--- src/hdl/parent_key_value_table_defines.svh ---
// Assertion macros for the key/value table RTL, used by the request sequencer.
`ifndef PARENT_KEY_VALUE_TABLE_DEFINES_SVH
`define PARENT_KEY_VALUE_TABLE_DEFINES_SVH

// Concurrent assertion on an explicit clock and active-low reset.
`define PKVT_CLK_ASSERT(lbl, ck, rn, prop, msg) \
  lbl: assert property (@(posedge ck) disable iff (!rn) (prop)) else $error(msg);

// Concurrent assertion on the block clock clk and reset rst_n.
`define PKVT_ASSERT(lbl, prop, msg) \
  `PKVT_CLK_ASSERT(lbl, clk, rst_n, prop, msg)

`endif

--- src/hdl/pkvt_pkg.sv ---
// Types and constants shared by the key/value table modules.
package pkvt_pkg;

  localparam int PKVT_DEPTH_DEF = 16;
  localparam int KEY_W   = 32;
  localparam int NODE_W  = 15;
  localparam int SLOT_W  = 4;
  localparam int REQ_W   = 3;
  localparam int STAT_W  = 3;
  localparam int CNT_W   = 5;
  localparam int ENTRY_W = KEY_W + NODE_W;

  localparam logic [REQ_W-1:0] REQ_ASSIGN   = 3'd0;
  localparam logic [REQ_W-1:0] REQ_UNASSIGN = 3'd1;
  localparam logic [REQ_W-1:0] REQ_LOOKUP   = 3'd2;
  localparam logic [REQ_W-1:0] REQ_READ     = 3'd3;
  localparam logic [REQ_W-1:0] REQ_CLEAR    = 3'd4;

  typedef enum logic [STAT_W-1:0] {
    STAT_OK      = 3'd0,
    STAT_PRESENT = 3'd1,
    STAT_ZERO    = 3'd2,
    STAT_FULL    = 3'd3,
    STAT_ABSENT  = 3'd4,
    STAT_RANGE   = 3'd5
  } status_t;

  typedef enum logic [1:0] {
    FSM_IDLE,
    FSM_SCAN,
    FSM_SHIFT,
    FSM_RDSLOT
  } fsm_t;

  typedef struct packed {
    status_t             status;
    logic                found;
    logic [NODE_W-1:0]   node;
    logic [KEY_W-1:0]    key;
    logic [CNT_W-1:0]    count;
  } pkvt_res_t;

endpackage

--- src/hdl/pkvt_mem.sv ---
// Entry store: one write port and one registered read port.
module pkvt_mem import pkvt_pkg::*; #(
  parameter int DEPTH = PKVT_DEPTH_DEF,
  parameter int AW    = $clog2(DEPTH)
) (
  input  logic               clk,
  input  logic               we,
  input  logic [AW-1:0]      waddr,
  input  logic [ENTRY_W-1:0] wdata,
  input  logic               re,
  input  logic [AW-1:0]      raddr,
  output logic [ENTRY_W-1:0] rdata
);

  logic [ENTRY_W-1:0] mem [DEPTH];
  logic [ENTRY_W-1:0] rdata_r;

  always_ff @(posedge clk) begin
    if (we) begin
      mem[waddr] <= wdata;
    end
  end

  always_ff @(posedge clk) begin
    if (re) begin
      rdata_r <= mem[raddr];
    end
  end

  assign rdata = rdata_r;

endmodule

--- src/hdl/pkvt_ctrl.sv ---
// Request sequencer: key scan, order-preserving compaction and fill count.
`include "parent_key_value_table_defines.svh"

module pkvt_ctrl import pkvt_pkg::*; #(
  parameter int DEPTH = PKVT_DEPTH_DEF,
  parameter int AW    = $clog2(DEPTH),
  parameter int CW    = $clog2(DEPTH + 1)
) (
  input  logic               clk,
  input  logic               rst_n,
  input  logic               in_valid,
  output logic               in_ready,
  input  logic [REQ_W-1:0]   in_req,
  input  logic [KEY_W-1:0]   in_key,
  input  logic [NODE_W-1:0]  in_node,
  input  logic [SLOT_W-1:0]  in_slot,
  input  logic               out_free,
  output logic               res_valid,
  output pkvt_res_t          res,
  output logic               mem_we,
  output logic [AW-1:0]      mem_waddr,
  output logic [ENTRY_W-1:0] mem_wdata,
  output logic               mem_re,
  output logic [AW-1:0]      mem_raddr,
  input  logic [ENTRY_W-1:0] mem_rdata
);

  fsm_t              state_r, state_nxt;
  logic [CW-1:0]     fill_r, fill_nxt;
  logic [CW-1:0]     addr_r, addr_nxt;
  logic              dv_r, dv_nxt;
  logic [AW-1:0]     daddr_r, daddr_nxt;
  logic [REQ_W-1:0]  req_r, req_nxt;
  logic [KEY_W-1:0]  key_r, key_nxt;
  logic [NODE_W-1:0] node_r, node_nxt;

  logic              accept;
  logic              fill_empty;
  logic              slot_ok;
  logic              is_scan_req;
  logic              start_scan;
  logic [KEY_W-1:0]  rd_key;
  logic [NODE_W-1:0] rd_node;
  logic              d_last;
  logic              hit, miss, shift_last;
  logic              issue;
  logic [CW-1:0]     daddr_ext;

  assign in_ready    = (state_r == FSM_IDLE) && out_free;
  assign accept      = in_valid && in_ready;
  assign fill_empty  = (fill_r == '0);
  assign slot_ok     = (CW + SLOT_W)'(in_slot) < (CW + SLOT_W)'(fill_r);
  assign is_scan_req = ((in_req == REQ_ASSIGN) || (in_req == REQ_UNASSIGN)
                        || (in_req == REQ_LOOKUP)) && (in_key != '0);
  assign start_scan  = accept && is_scan_req && !fill_empty;

  assign rd_key     = mem_rdata[ENTRY_W-1:NODE_W];
  assign rd_node    = mem_rdata[NODE_W-1:0];
  assign daddr_ext  = CW'(daddr_r);
  assign d_last     = dv_r && ((daddr_ext + CW'(1)) == fill_r);
  assign hit        = (state_r == FSM_SCAN) && dv_r && (rd_key == key_r);
  assign miss       = (state_r == FSM_SCAN) && d_last && (rd_key != key_r);
  assign shift_last = (state_r == FSM_SHIFT) && d_last;
  assign issue      = ((state_r == FSM_SCAN) || (state_r == FSM_SHIFT))
                      && (addr_r != fill_r);

  // Next state.
  always_comb begin
    state_nxt = state_r;
    unique case (state_r)
      FSM_IDLE: begin
        if (start_scan) begin
          state_nxt = FSM_SCAN;
        end else if (accept && (in_req == REQ_READ) && slot_ok) begin
          state_nxt = FSM_RDSLOT;
        end
      end
      FSM_SCAN: begin
        if (hit) begin
          if ((req_r == REQ_UNASSIGN) && !d_last) begin
            state_nxt = FSM_SHIFT;
          end else begin
            state_nxt = FSM_IDLE;
          end
        end else if (miss) begin
          state_nxt = FSM_IDLE;
        end
      end
      FSM_SHIFT: begin
        if (shift_last) begin
          state_nxt = FSM_IDLE;
        end
      end
      FSM_RDSLOT: begin
        state_nxt = FSM_IDLE;
      end
      default: state_nxt = FSM_IDLE;
    endcase
  end

  // Datapath, memory control and result.
  always_comb begin
    fill_nxt   = fill_r;
    addr_nxt   = addr_r;
    dv_nxt     = 1'b0;
    daddr_nxt  = daddr_r;
    req_nxt    = req_r;
    key_nxt    = key_r;
    node_nxt   = node_r;
    mem_we     = 1'b0;
    mem_waddr  = '0;
    mem_wdata  = {key_r, node_r};
    mem_re     = 1'b0;
    mem_raddr  = addr_r[AW-1:0];
    res_valid  = 1'b0;
    res.status = STAT_OK;
    res.found  = 1'b0;
    res.node   = '0;
    res.key    = '0;

    unique case (state_r)
      FSM_IDLE: begin
        if (accept) begin
          req_nxt  = in_req;
          key_nxt  = in_key;
          node_nxt = in_node;
          if (start_scan) begin
            // Entry zero is read now and checked in the first scan cycle.
            mem_re    = 1'b1;
            mem_raddr = '0;
            dv_nxt    = 1'b1;
            daddr_nxt = '0;
            addr_nxt  = CW'(1);
          end else if ((in_req == REQ_READ) && slot_ok) begin
            mem_re    = 1'b1;
            mem_raddr = AW'(in_slot);
          end else begin
            res_valid = 1'b1;
            case (in_req) inside
              REQ_ASSIGN: begin
                if (in_key == '0) begin
                  res.status = STAT_ZERO;
                end else begin
                  // Empty table: the pair goes straight into entry zero.
                  mem_we    = 1'b1;
                  mem_waddr = '0;
                  mem_wdata = {in_key, in_node};
                  fill_nxt  = CW'(1);
                end
              end
              REQ_UNASSIGN, REQ_LOOKUP: res.status = STAT_ABSENT;
              REQ_READ:                 res.status = STAT_RANGE;
              REQ_CLEAR:                fill_nxt   = '0;
              default:                  res.status = STAT_OK;
            endcase
          end
        end
      end
      FSM_SCAN: begin
        if (issue && !hit && !miss) begin
          mem_re    = 1'b1;
          addr_nxt  = addr_r + CW'(1);
          dv_nxt    = 1'b1;
          daddr_nxt = addr_r[AW-1:0];
        end
        if (hit) begin
          res.found = 1'b1;
          res.node  = rd_node;
          node_nxt  = rd_node;
          if (req_r == REQ_ASSIGN) begin
            res.status = STAT_PRESENT;
            res_valid  = 1'b1;
          end else if ((req_r == REQ_UNASSIGN) && !d_last) begin
            // Compaction starts with the entry after the one removed.
            addr_nxt = daddr_ext + CW'(1);
          end else begin
            res_valid = 1'b1;
            if (req_r == REQ_UNASSIGN) begin
              fill_nxt = fill_r - CW'(1);
            end
          end
        end else if (miss) begin
          res_valid = 1'b1;
          if (req_r == REQ_ASSIGN) begin
            if (fill_r >= CW'(DEPTH)) begin
              res.status = STAT_FULL;
            end else begin
              mem_we    = 1'b1;
              mem_waddr = fill_r[AW-1:0];
              mem_wdata = {key_r, node_r};
              fill_nxt  = fill_r + CW'(1);
            end
          end else begin
            res.status = STAT_ABSENT;
          end
        end
      end
      FSM_SHIFT: begin
        if (issue) begin
          mem_re    = 1'b1;
          addr_nxt  = addr_r + CW'(1);
          dv_nxt    = 1'b1;
          daddr_nxt = addr_r[AW-1:0];
        end
        if (dv_r) begin
          mem_we    = 1'b1;
          mem_waddr = daddr_r - AW'(1);
          mem_wdata = mem_rdata;
        end
        if (shift_last) begin
          res_valid = 1'b1;
          res.found = 1'b1;
          res.node  = node_r;
          fill_nxt  = fill_r - CW'(1);
        end
      end
      FSM_RDSLOT: begin
        res_valid = 1'b1;
        res.found = 1'b1;
        res.node  = rd_node;
        res.key   = rd_key;
      end
      default: begin
        res_valid = 1'b0;
      end
    endcase

    res.count = CNT_W'(fill_nxt);
  end

  always_ff @(posedge clk) begin
    if (!rst_n) begin
      state_r <= FSM_IDLE;
      fill_r  <= '0;
      dv_r    <= 1'b0;
      addr_r  <= '0;
    end else begin
      state_r <= state_nxt;
      fill_r  <= fill_nxt;
      dv_r    <= dv_nxt;
      addr_r  <= addr_nxt;
    end
  end

  always_ff @(posedge clk) begin
    daddr_r <= daddr_nxt;
    req_r   <= req_nxt;
    key_r   <= key_nxt;
    node_r  <= node_nxt;
  end

  `PKVT_ASSERT(a_res_has_room, res_valid |-> out_free, "result with output register full")
  `PKVT_ASSERT(a_fill_with_res, !$stable(fill_r) |-> $past(res_valid), "fill changed without result")
  `PKVT_ASSERT(a_no_rw_collide, (mem_we && mem_re) |-> (mem_waddr != mem_raddr), "same entry read and written")

endmodule

--- src/hdl/parent_key_value_table.sv ---
// Top level of the ordered key/value table with its output register.
//
// Usage: requests arrive on the in_ stream, one transaction per request; each
// request gives exactly one result transaction on the out_ stream, in order.
// Assign, unassign and lookup scan the stored keys one entry per cycle through
// the single read port of the entry store. Unassign of an entry that is not the
// last then compacts the table, one entry moved per cycle. Read slot does one
// memory read. Clear, unused codes, zero keys, out-of-range slot reads and
// requests on an empty table answer in the cycle of acceptance, and the result
// is visible in the next cycle.
// One request is in flight at a time; in_tready is high only while the
// sequencer is idle and the output register is empty or being emptied.
// A result waiting in the output register while out_tready is low holds it,
// and no new request is taken until that result leaves.
// Reset (rst_n low at a clock edge) empties the table and drops any pending
// result; entry contents are not cleared, since entries at or above the fill
// count are never read.
module parent_key_value_table import pkvt_pkg::*; #(
  parameter int DEPTH = PKVT_DEPTH_DEF
) (
  input  logic        clk,
  input  logic        rst_n,
  input  logic        in_tvalid,
  output logic        in_tready,
  input  logic [55:0] in_tdata,   // key[31:0], local_node[46:32], slot_index[50:47], zero
  input  logic [2:0]  in_tuser,   // req_type[2:0]
  output logic        out_tvalid,
  input  logic        out_tready,
  output logic [55:0] out_tdata,  // node_out[14:0], key_out[46:15], entry_count[51:47], zero
  output logic [3:0]  out_tuser   // status[2:0], found[3]
);

  localparam int AW = $clog2(DEPTH);
  localparam int CW = $clog2(DEPTH + 1);

  logic               out_free;
  logic               res_valid;
  pkvt_res_t          res;
  logic               mem_we;
  logic [AW-1:0]      mem_waddr;
  logic [ENTRY_W-1:0] mem_wdata;
  logic               mem_re;
  logic [AW-1:0]      mem_raddr;
  logic [ENTRY_W-1:0] mem_rdata;

  logic               out_valid_r, out_valid_nxt;
  pkvt_res_t          out_res_r;

  // The output register may take a new result when it is empty or when its
  // current transaction completes in this cycle.
  assign out_free = !out_valid_r || out_tready;

  pkvt_ctrl #(
    .DEPTH (DEPTH),
    .AW    (AW),
    .CW    (CW)
  ) u_ctrl (
    .clk       (clk),
    .rst_n     (rst_n),
    .in_valid  (in_tvalid),
    .in_ready  (in_tready),
    .in_req    (in_tuser),
    .in_key    (in_tdata[31:0]),
    .in_node   (in_tdata[46:32]),
    .in_slot   (in_tdata[50:47]),
    .out_free  (out_free),
    .res_valid (res_valid),
    .res       (res),
    .mem_we    (mem_we),
    .mem_waddr (mem_waddr),
    .mem_wdata (mem_wdata),
    .mem_re    (mem_re),
    .mem_raddr (mem_raddr),
    .mem_rdata (mem_rdata)
  );

  pkvt_mem #(
    .DEPTH (DEPTH),
    .AW    (AW)
  ) u_mem (
    .clk   (clk),
    .we    (mem_we),
    .waddr (mem_waddr),
    .wdata (mem_wdata),
    .re    (mem_re),
    .raddr (mem_raddr),
    .rdata (mem_rdata)
  );

  always_comb begin
    out_valid_nxt = out_valid_r;
    if (res_valid) begin
      out_valid_nxt = 1'b1;
    end else if (out_tready) begin
      out_valid_nxt = 1'b0;
    end
  end

  always_ff @(posedge clk) begin
    if (!rst_n) begin
      out_valid_r <= 1'b0;
    end else begin
      out_valid_r <= out_valid_nxt;
    end
  end

  always_ff @(posedge clk) begin
    if (res_valid) begin
      out_res_r <= res;
    end
  end

  assign out_tvalid = out_valid_r;
  assign out_tdata  = {4'b0, out_res_r.count, out_res_r.key, out_res_r.node};
  assign out_tuser  = {out_res_r.found, out_res_r.status};

endmodule

--- config.mk ---
export PLATFORM = sky130hd
export DESIGN_NAME = parent_key_value_table
export DESIGN_NICKNAME = d
export VERILOG_FILES = /design/src/hdl/pkvt_pkg.sv /design/src/hdl/pkvt_mem.sv /design/src/hdl/pkvt_ctrl.sv /design/src/hdl/parent_key_value_table.sv
export VERILOG_INCLUDE_DIRS = /design/src /design/src/hdl
export SDC_FILE = /design/constraint.sdc
export NUM_CORES = 1
export LEC_CHECK = 0
export BUFFER_PORTS_ARGS = -buffer_cell sky130_fd_sc_hd__buf_2
export CORE_ASPECT_RATIO = 1.5
export CORE_MARGIN = 2
export CORE_UTILIZATION = 64
export CTS_BUF_LIST = sky130_fd_sc_hd__clkbuf_4 sky130_fd_sc_hd__clkbuf_8
export DETAILED_ROUTE_END_ITERATION = 10
export GPL_ROUTABILITY_DRIVEN = 0
export PLACE_DENSITY_LB_ADDON = 0.3
export SYNTH_ARGS = -nofsm -noshare
export SYNTH_HDL_FRONTEND = slang
export SYNTH_SLANG_ARGS = --single-unit
--- constraint.sdc ---
create_clock -name clk -period 6.4 [get_ports clk]
set_clock_uncertainty 0.15 [all_clocks]
set_input_delay 1.28 -clock clk [delete_from_list [all_inputs] [get_ports clk]]
set_output_delay 1.28 -clock clk [all_outputs]
set_load 0.1 [all_outputs]
==> impl_metrics.ini, run 1 <==
[clocking]
path_clk_slew_ps = 60
cts_buffers = 131
ctsResizeCount = 0
clock_sinks = 923
cts_root_buf = clkbuf_8
cts_tree = yes
holdBufCountCts = 0
ctsLongestPathBuffers = 3
htreeDepth = 4
clock_latency_ps = 740
cts_setup_buffers = 0

[outcome]
status = completed

[setup_path]
startpoint_type = flip-flop
reg2reg_to = u_mem.mem[12][19]$_DFFE_PP_
worst_ep_required_time_ps = 6590
path_cells = xor2_1 > nor4_1 > nand4_1 > nor2_2 > nor3_2 > a21o_1 > a211oi_1 > nand2_1 > nor2_4 > buf_4
end_kind = flip-flop
slowest_delay_ps = 810
arrival_ps = 5280
cpMaxStageDelayCell = buf_4
rrSetupSlack_ps = 1310
rr_worst_depth = 10
crit_fanout = 47
critPathKind = flip-flop to flip-flop
reg2reg_from = u_mem.rdata[37]$_DFFE_PP_

[place]
dpl.cell_count = 3144
io_buffers = 115
dp_hpwl_um = 48930

[floorplanning]
die_h_um = 302.1
ioPinCount = 125
die_area_mm2 = 0.06124
num_rows = 109
die_w_um = 202.7
core_area_mm2 = 0.05878
start_util = 0.6450

[global_route]
track_usage = 0.3010
antenna_found_initial = 4
grt_max_degree = 76
first_global_vias = 22200
grt-ovfl-total = 0
grt_pass1_wl_um = 133800

[timing]
fmax_mhz = 196.6
rsz0062_at_grt = no
slew_headroom = 0.2844
worst-slew-pin-transition_ps = 1073
final_max_slew_viol_count = 0
finalCritPeriodShare = 0.7947
final-setup-viol-count = 0
timing.final.crit_period_ps = 5086
hold_viol_final = 0
tns_ps = 0

[worst_hold_path]
min_path_cells = 2
min_path_type = flip-flop to flip-flop
whs_endpoint = out_tvalid$_SDFFE_PN0P_
hold_start = out_tvalid$_SDFFE_PN0P_

[drt]
wl_per_cell_um = 27.12
vias_per_cell = 6.585
drtPass1Iterations = 10
drtIter0Drc = 2626
routed_wl_um = 91410
vias = 22200
drc = 0
ant_nets = 0

[logic_synthesis]
ys_seq_area_frac = 0.7274
yosysMostFrequentCell = edfxtp_1
synth_area_mm2 = 0.03791
synth.area.top_cells = edfxtp_1 72%, mux2i_1 10%, nand2_1 1.7%
ys_async_sr_fraction = 0
synth_top_area_cell = edfxtp_1
synthCells = 2340
netlist_top_cells_count = 909 x edfxtp_1, 380 x mux2i_1, 169 x nand2_1
ys_warn_count = 0
synth-edff-count = 909
avgSynthCellArea_um2 = 16.20
synth.distinct_cells = 81
synth_flop_cell = edfxtp_1
synth-seq-cells = 923
synth.top_cell.area_share = 0.7200

[power_and_ir_drop]
p_leak_nw = 13.49
power_density_mw_per_mm2 = 346.4
power_w = 0.01452
ir_drop_mv = 0.2651

[layout]
n_fill_cell = 3636
syn_to_final_growth_pct = 10.53
drive_gt1_frac = 0.1675
fin_cells = 3371
register_area_mm2 = 0.02758
multiInputGateArea_mm2 = 0.009500
fin_nets = 2577

[flow_run]
max_cap_violations = 0
worst max path at each step:
stage          cells after the start  slack, ps                      start                           to
6_report                          10       1310  u_mem.rdata[37]$_DFFE_PP_  u_mem.mem[12][19]$_DFFE_PP_
5_1_grt                           10       1230  u_mem.rdata[37]$_DFFE_PP_  u_mem.mem[12][20]$_DFFE_PP_
4_1_cts                           10       1400  u_mem.rdata[37]$_DFFE_PP_  u_mem.mem[12][10]$_DFFE_PP_
3_5_place_dp                      12       1000               in_tdata[18]    u_mem.rdata[21]$_DFFE_PP_
3_3_place_gp                      12       1100               in_tdata[18]    u_mem.rdata[13]$_DFFE_PP_
2_1_floorplan                      8         90                 out_tready     u_mem.rdata[0]$_DFFE_PP_
registers in the layout, indices dropped and copies added, names as in the netlist:
register        cells
u_mem.mem         752
out_tuser           4
u_ctrl.fill_r       5
out_tdata          52
u_ctrl.state_r      2
u_ctrl.addr_r       5
u_ctrl.daddr_r      4
out_tvalid          1
u_ctrl.node_r      15
u_ctrl.key_r       32
u_ctrl.req_r        3
u_ctrl.dv_r         1
u_mem.rdata        47
worst max-delay path, delay by kind of cell, from the launching register on:
kind	cells	cell delay (ps)
AOI/OAI and AO/OA	2	490
xor gates and xnor gates	1	270
buffers and inverters	1	810
DFF	1	520
and+or+nand+nor	6	2390
where the power goes:
part	leakage, nW	internal [W]	switching, W
Sequential	8.38	0.00769	0.000101
Clock	1.26	0.00218	0.00210
Combinational	3.85	0.000460	0.00199
logic make-up after synthesis:
group,count (synthesis),synth area share
AO/OA/AOI/OAI,342,0.07211
XOR/XNOR,46,0.01063
adder cells (fa/ha/maj),14,0.004621
buffers and inverters,213,0.02733
flip-flops,923,0.7274
multiplexers,396,0.1051
other,1,0.00009891
AND/OR/NAND/NOR,405,0.05274
placed cells by master (no fill, tap or decap), types with 5 or more instances in the layout:
master	Yosys	final
nor4_1	19	19
nand4_1	6	6
and2_1	44	44
clkbuf_4	0	34
buf_12	0	18
a22oi_1	17	17
clkbuf_8	0	137
nand2_1	169	163
xor2_1	37	37
a21oi_1	20	17
clkinv_2	0	13
edfxtp_1	909	909
nor2_4	0	17
dfxtp_1	14	14
buf_2	60	115
mux2_2	16	16
a21o_1	5	5
o22a_1	48	48
clkinv_1	1	30
nand3_1	18	18
clkinvlp_4	0	5
nor2_1	56	39
a211oi_1	5	5
mux2i_1	380	380
o221ai_1	38	38
ha_1	14	13
o221ai_2	10	10
nor3_1	10	9
xnor2_1	9	9
buf_4	16	32
inv_1	70	69
a222oi_1	47	47
o22ai_1	95	95
or3_1	52	51
o21ai_0	15	15
nand2_2	2	7
layout make-up:
cell class	instances	area share
Tap cell	777	0.02320
Antenna cell	3	0.0001791
Inverter	72	0.006449
Multi-Input combinational cell	1207	0.2267
Clock inverter	53	0.006240
Sequential cell	923	0.6581
Clock buffer	171	0.05109
Timing Repair Buffer	165	0.02807
stage by stage:
stage               hold WS [ps]  worst slack, ps    util  instance area, um^2
global placement           381.6             1097  0.6719                39500
detailed placement         380.7            999.0  0.6719                39500
CTS                        391.9             1402  0.7128                41900
global route               426.3             1230  0.7128                41900
floorplan                  379.1            85.04       -                37920
finish                     379.8             1314  0.7129                41910
layer usage:
layer / vias up / global-route usage / routed length (um)
met5: - / 0 / 13
met3: 235 / 0.05161 / 8626
met2: 1347 / 0.5123 / 46080
met4: 2 / 0.1303 / 3330
met1: 11080 / 0.3855 / 33360
li1: 9537 / - / -
No activity file was read; power rests on OpenSTA's default activity.
==> run 2, diff against run 1 <==
Clock period 6.4 ns to 5.1 ns, I/O delays scaled along.
==> run 2 against run 1 <==
  * Die area unchanged
  * Worst hold slack got worse by 70 ps
  * Via count up 2.0%
  * Cell count up 1.1%
  * Sequential power rose by 26%
  * Flip-flop and latch count unchanged
  * Sequential share of layout area down 0.96 points
  * Clock power increased by 29%
  * Global-route usage up 1.1 points
  * Register-to-register slack worse by 920 ps
  * Critical endpoint is now u_mem.mem[3][8]$_DFFE_PP_
  * Highest routed layer unchanged
==> impl_metrics.ini, run 2 (synthesized netlist as in run 1, its figures left out) <==
[outcome]
status = completed

[layout]
final_common_cell = edfxtp_1
syn_to_final_growth_pct = 12.17
largest_reg_flops = 752
fin_cells = 3408
drive_gt1_frac = 0.1785
fin_nets = 2607
n_fill_cell = 3596
mostFrequentLayoutCells = 909 x edfxtp_1, 380 x mux2i_1, 163 x nand2_1
largest-register = u_mem.mem

[drt]
vias = 22650
routed_wl_um = 95120
vias_per_cell = 6.646
wl_per_cell_um = 27.91
drc = 0
drtPass1Iterations = 8
drtIter0Drc = 2826
ant_nets = 0

[floorplanning]
core_area_mm2 = 0.05878
ioPinCount = 125
start_util = 0.6450
num_rows = 109
die_area_mm2 = 0.06124
die_h_um = 302.1
die_w_um = 202.7

[timing]
fmax_mhz = 212.4
hold_ws_ps = 309.7
final-setup-viol-count = 0
worst-slew-pin-transition_ps = 1216
fin_ws_ps = 392.8
rsz0062_at_grt = no
hold_viol_final = 0
final_max_slew_viol_count = 0
timing.final.crit_period_ps = 4707
finalCritPeriodShare = 0.9230
slew_headroom = 0.1877

[clocking]
cts_tree = yes
clock_sinks = 923
clock_latency_ps = 760
holdBufCountCts = 0
cts_root_buf = clkbuf_8
cts_buffers = 131
ctsResizeCount = 0
cts_setup_buffers = 0
htreeDepth = 4
path_clk_slew_ps = 80
ctsLongestPathBuffers = 3

[place]
dp_hpwl_um = 54500
io_buffers = 115
pre_cts_ws_ps = 510.0
dpl.cell_count = 3174

[power_and_ir_drop]
power_w = 0.01845
p_leak_nw = 13.75
power_density_mw_per_mm2 = 434.0
ir_drop_mv = 0.3340

[worst_hold_path]
min_path_type = input port to flip-flop
min_path_cells = 1
hold_start = in_tuser[1]

[setup_path]
worst_ep_required_time_ps = 5380
reg2reg_from = u_ctrl.daddr_r[0]$_SDFFCE_PP0P_
end_kind = flip-flop
rr_worst_depth = 11
startpoint_type = flip-flop
cp-startpoint = u_ctrl.daddr_r[0]$_SDFFCE_PP0P_
critPathKind = flip-flop to flip-flop
arrival_ps = 4990
crit_fanout = 11

[global_route]
track_usage = 0.3120
grt-ovfl-total = 0
antenna_found_initial = 8
grt_pass1_wl_um = 139100
first_global_vias = 22850
grt_max_degree = 54

[flow_run]
max_cap_violations = 0
==> run 2: changes by cell type in the layout (fill, tap and decap cells not counted) <==
cell / previous run / this run
nand2_2: 7 / 8
clkinv_1: 30 / 31
clkbuf_4: 34 / 32
nand2_4: 1 / 0
clkinv_2: 13 / 18
buf_12: 18 / 45
clkbuf_8: 137 / 135
clkinvlp_4: 5 / 8
buf_4: 32 / 35
bufinv_16: 0 / 2
inv_8: 1 / 0
diode_2: 3 / 4
==> run 2: routing by layer <==
layer | vias to the layer above | track usage | wire length [um] | share of wire
met2 | 1450 | 0.5309 | 47910 | 0.50
li1 | 9615 | - | - | -
met4 | 4 | 0.1568 | 4058 | 0.043
met1 | 11290 | 0.3922 | 34370 | 0.36
met3 | 291 | 0.04999 | 8764 | 0.092
met5 | - | 0 | 24 | 0.00025
==> run 2: area by class of cell <==
type | count | area [um^2] | share of cell area
tap | 777 | 972.2 | 0.02286
antenna | 4 | 10.01 | 0.0002354
clock buffer | 167 | 2098 | 0.04934
inverter | 72 | 270.3 | 0.006356
timing repair buffer | 195 | 1739 | 0.04090
clock inverter | 63 | 361.6 | 0.008504
multi-input combinational | 1207 | 9495 | 0.2233
sequential | 923 | 27580 | 0.6485
==> run 2: worst max-delay path: stages (launching register included) <==
cell and delay [ps]:
edfxtp_1 530, inv_1 140, ha_1 370, xor2_1 170
nor4_1 200, mux2i_1 140, or2_1 450, nor4b_4 560
a31oi_1 210, or3_1 560, nor2_4 590, buf_4 300
==> run 2: per-stage QoR <==
| step | area (um^2) | util | TNS, ps |
|---|---|---|---|
| finish | 42520 | 0.7234 | 0 |
| global route | 42520 | 0.7234 | 0 |
| CTS | 42510 | 0.7233 | 0 |
| detailed placement | 40050 | 0.6814 | 0 |
| global placement | 40050 | 0.6814 | 0 |
| floorplan | 37940 | - | -33790 |
==> run 2: path summary, 6_finish.rpt <==
check	to	slack (ps)
worst min-delay path	u_ctrl.req_r[1]$_DFFE_PP_	310
worst max register to register	u_mem.mem[3][8]$_DFFE_PP_	390
worst max-delay path	u_mem.mem[3][8]$_DFFE_PP_	390
worst min register to register	out_tvalid$_SDFFE_PN0P_	370
==> run 2: power breakdown <==
group          internal (W)  switching [W]  total [W]
sequential          0.00965       0.000131    0.00978
combinational      0.000605        0.00254    0.00315
clock               0.00280        0.00272    0.00552
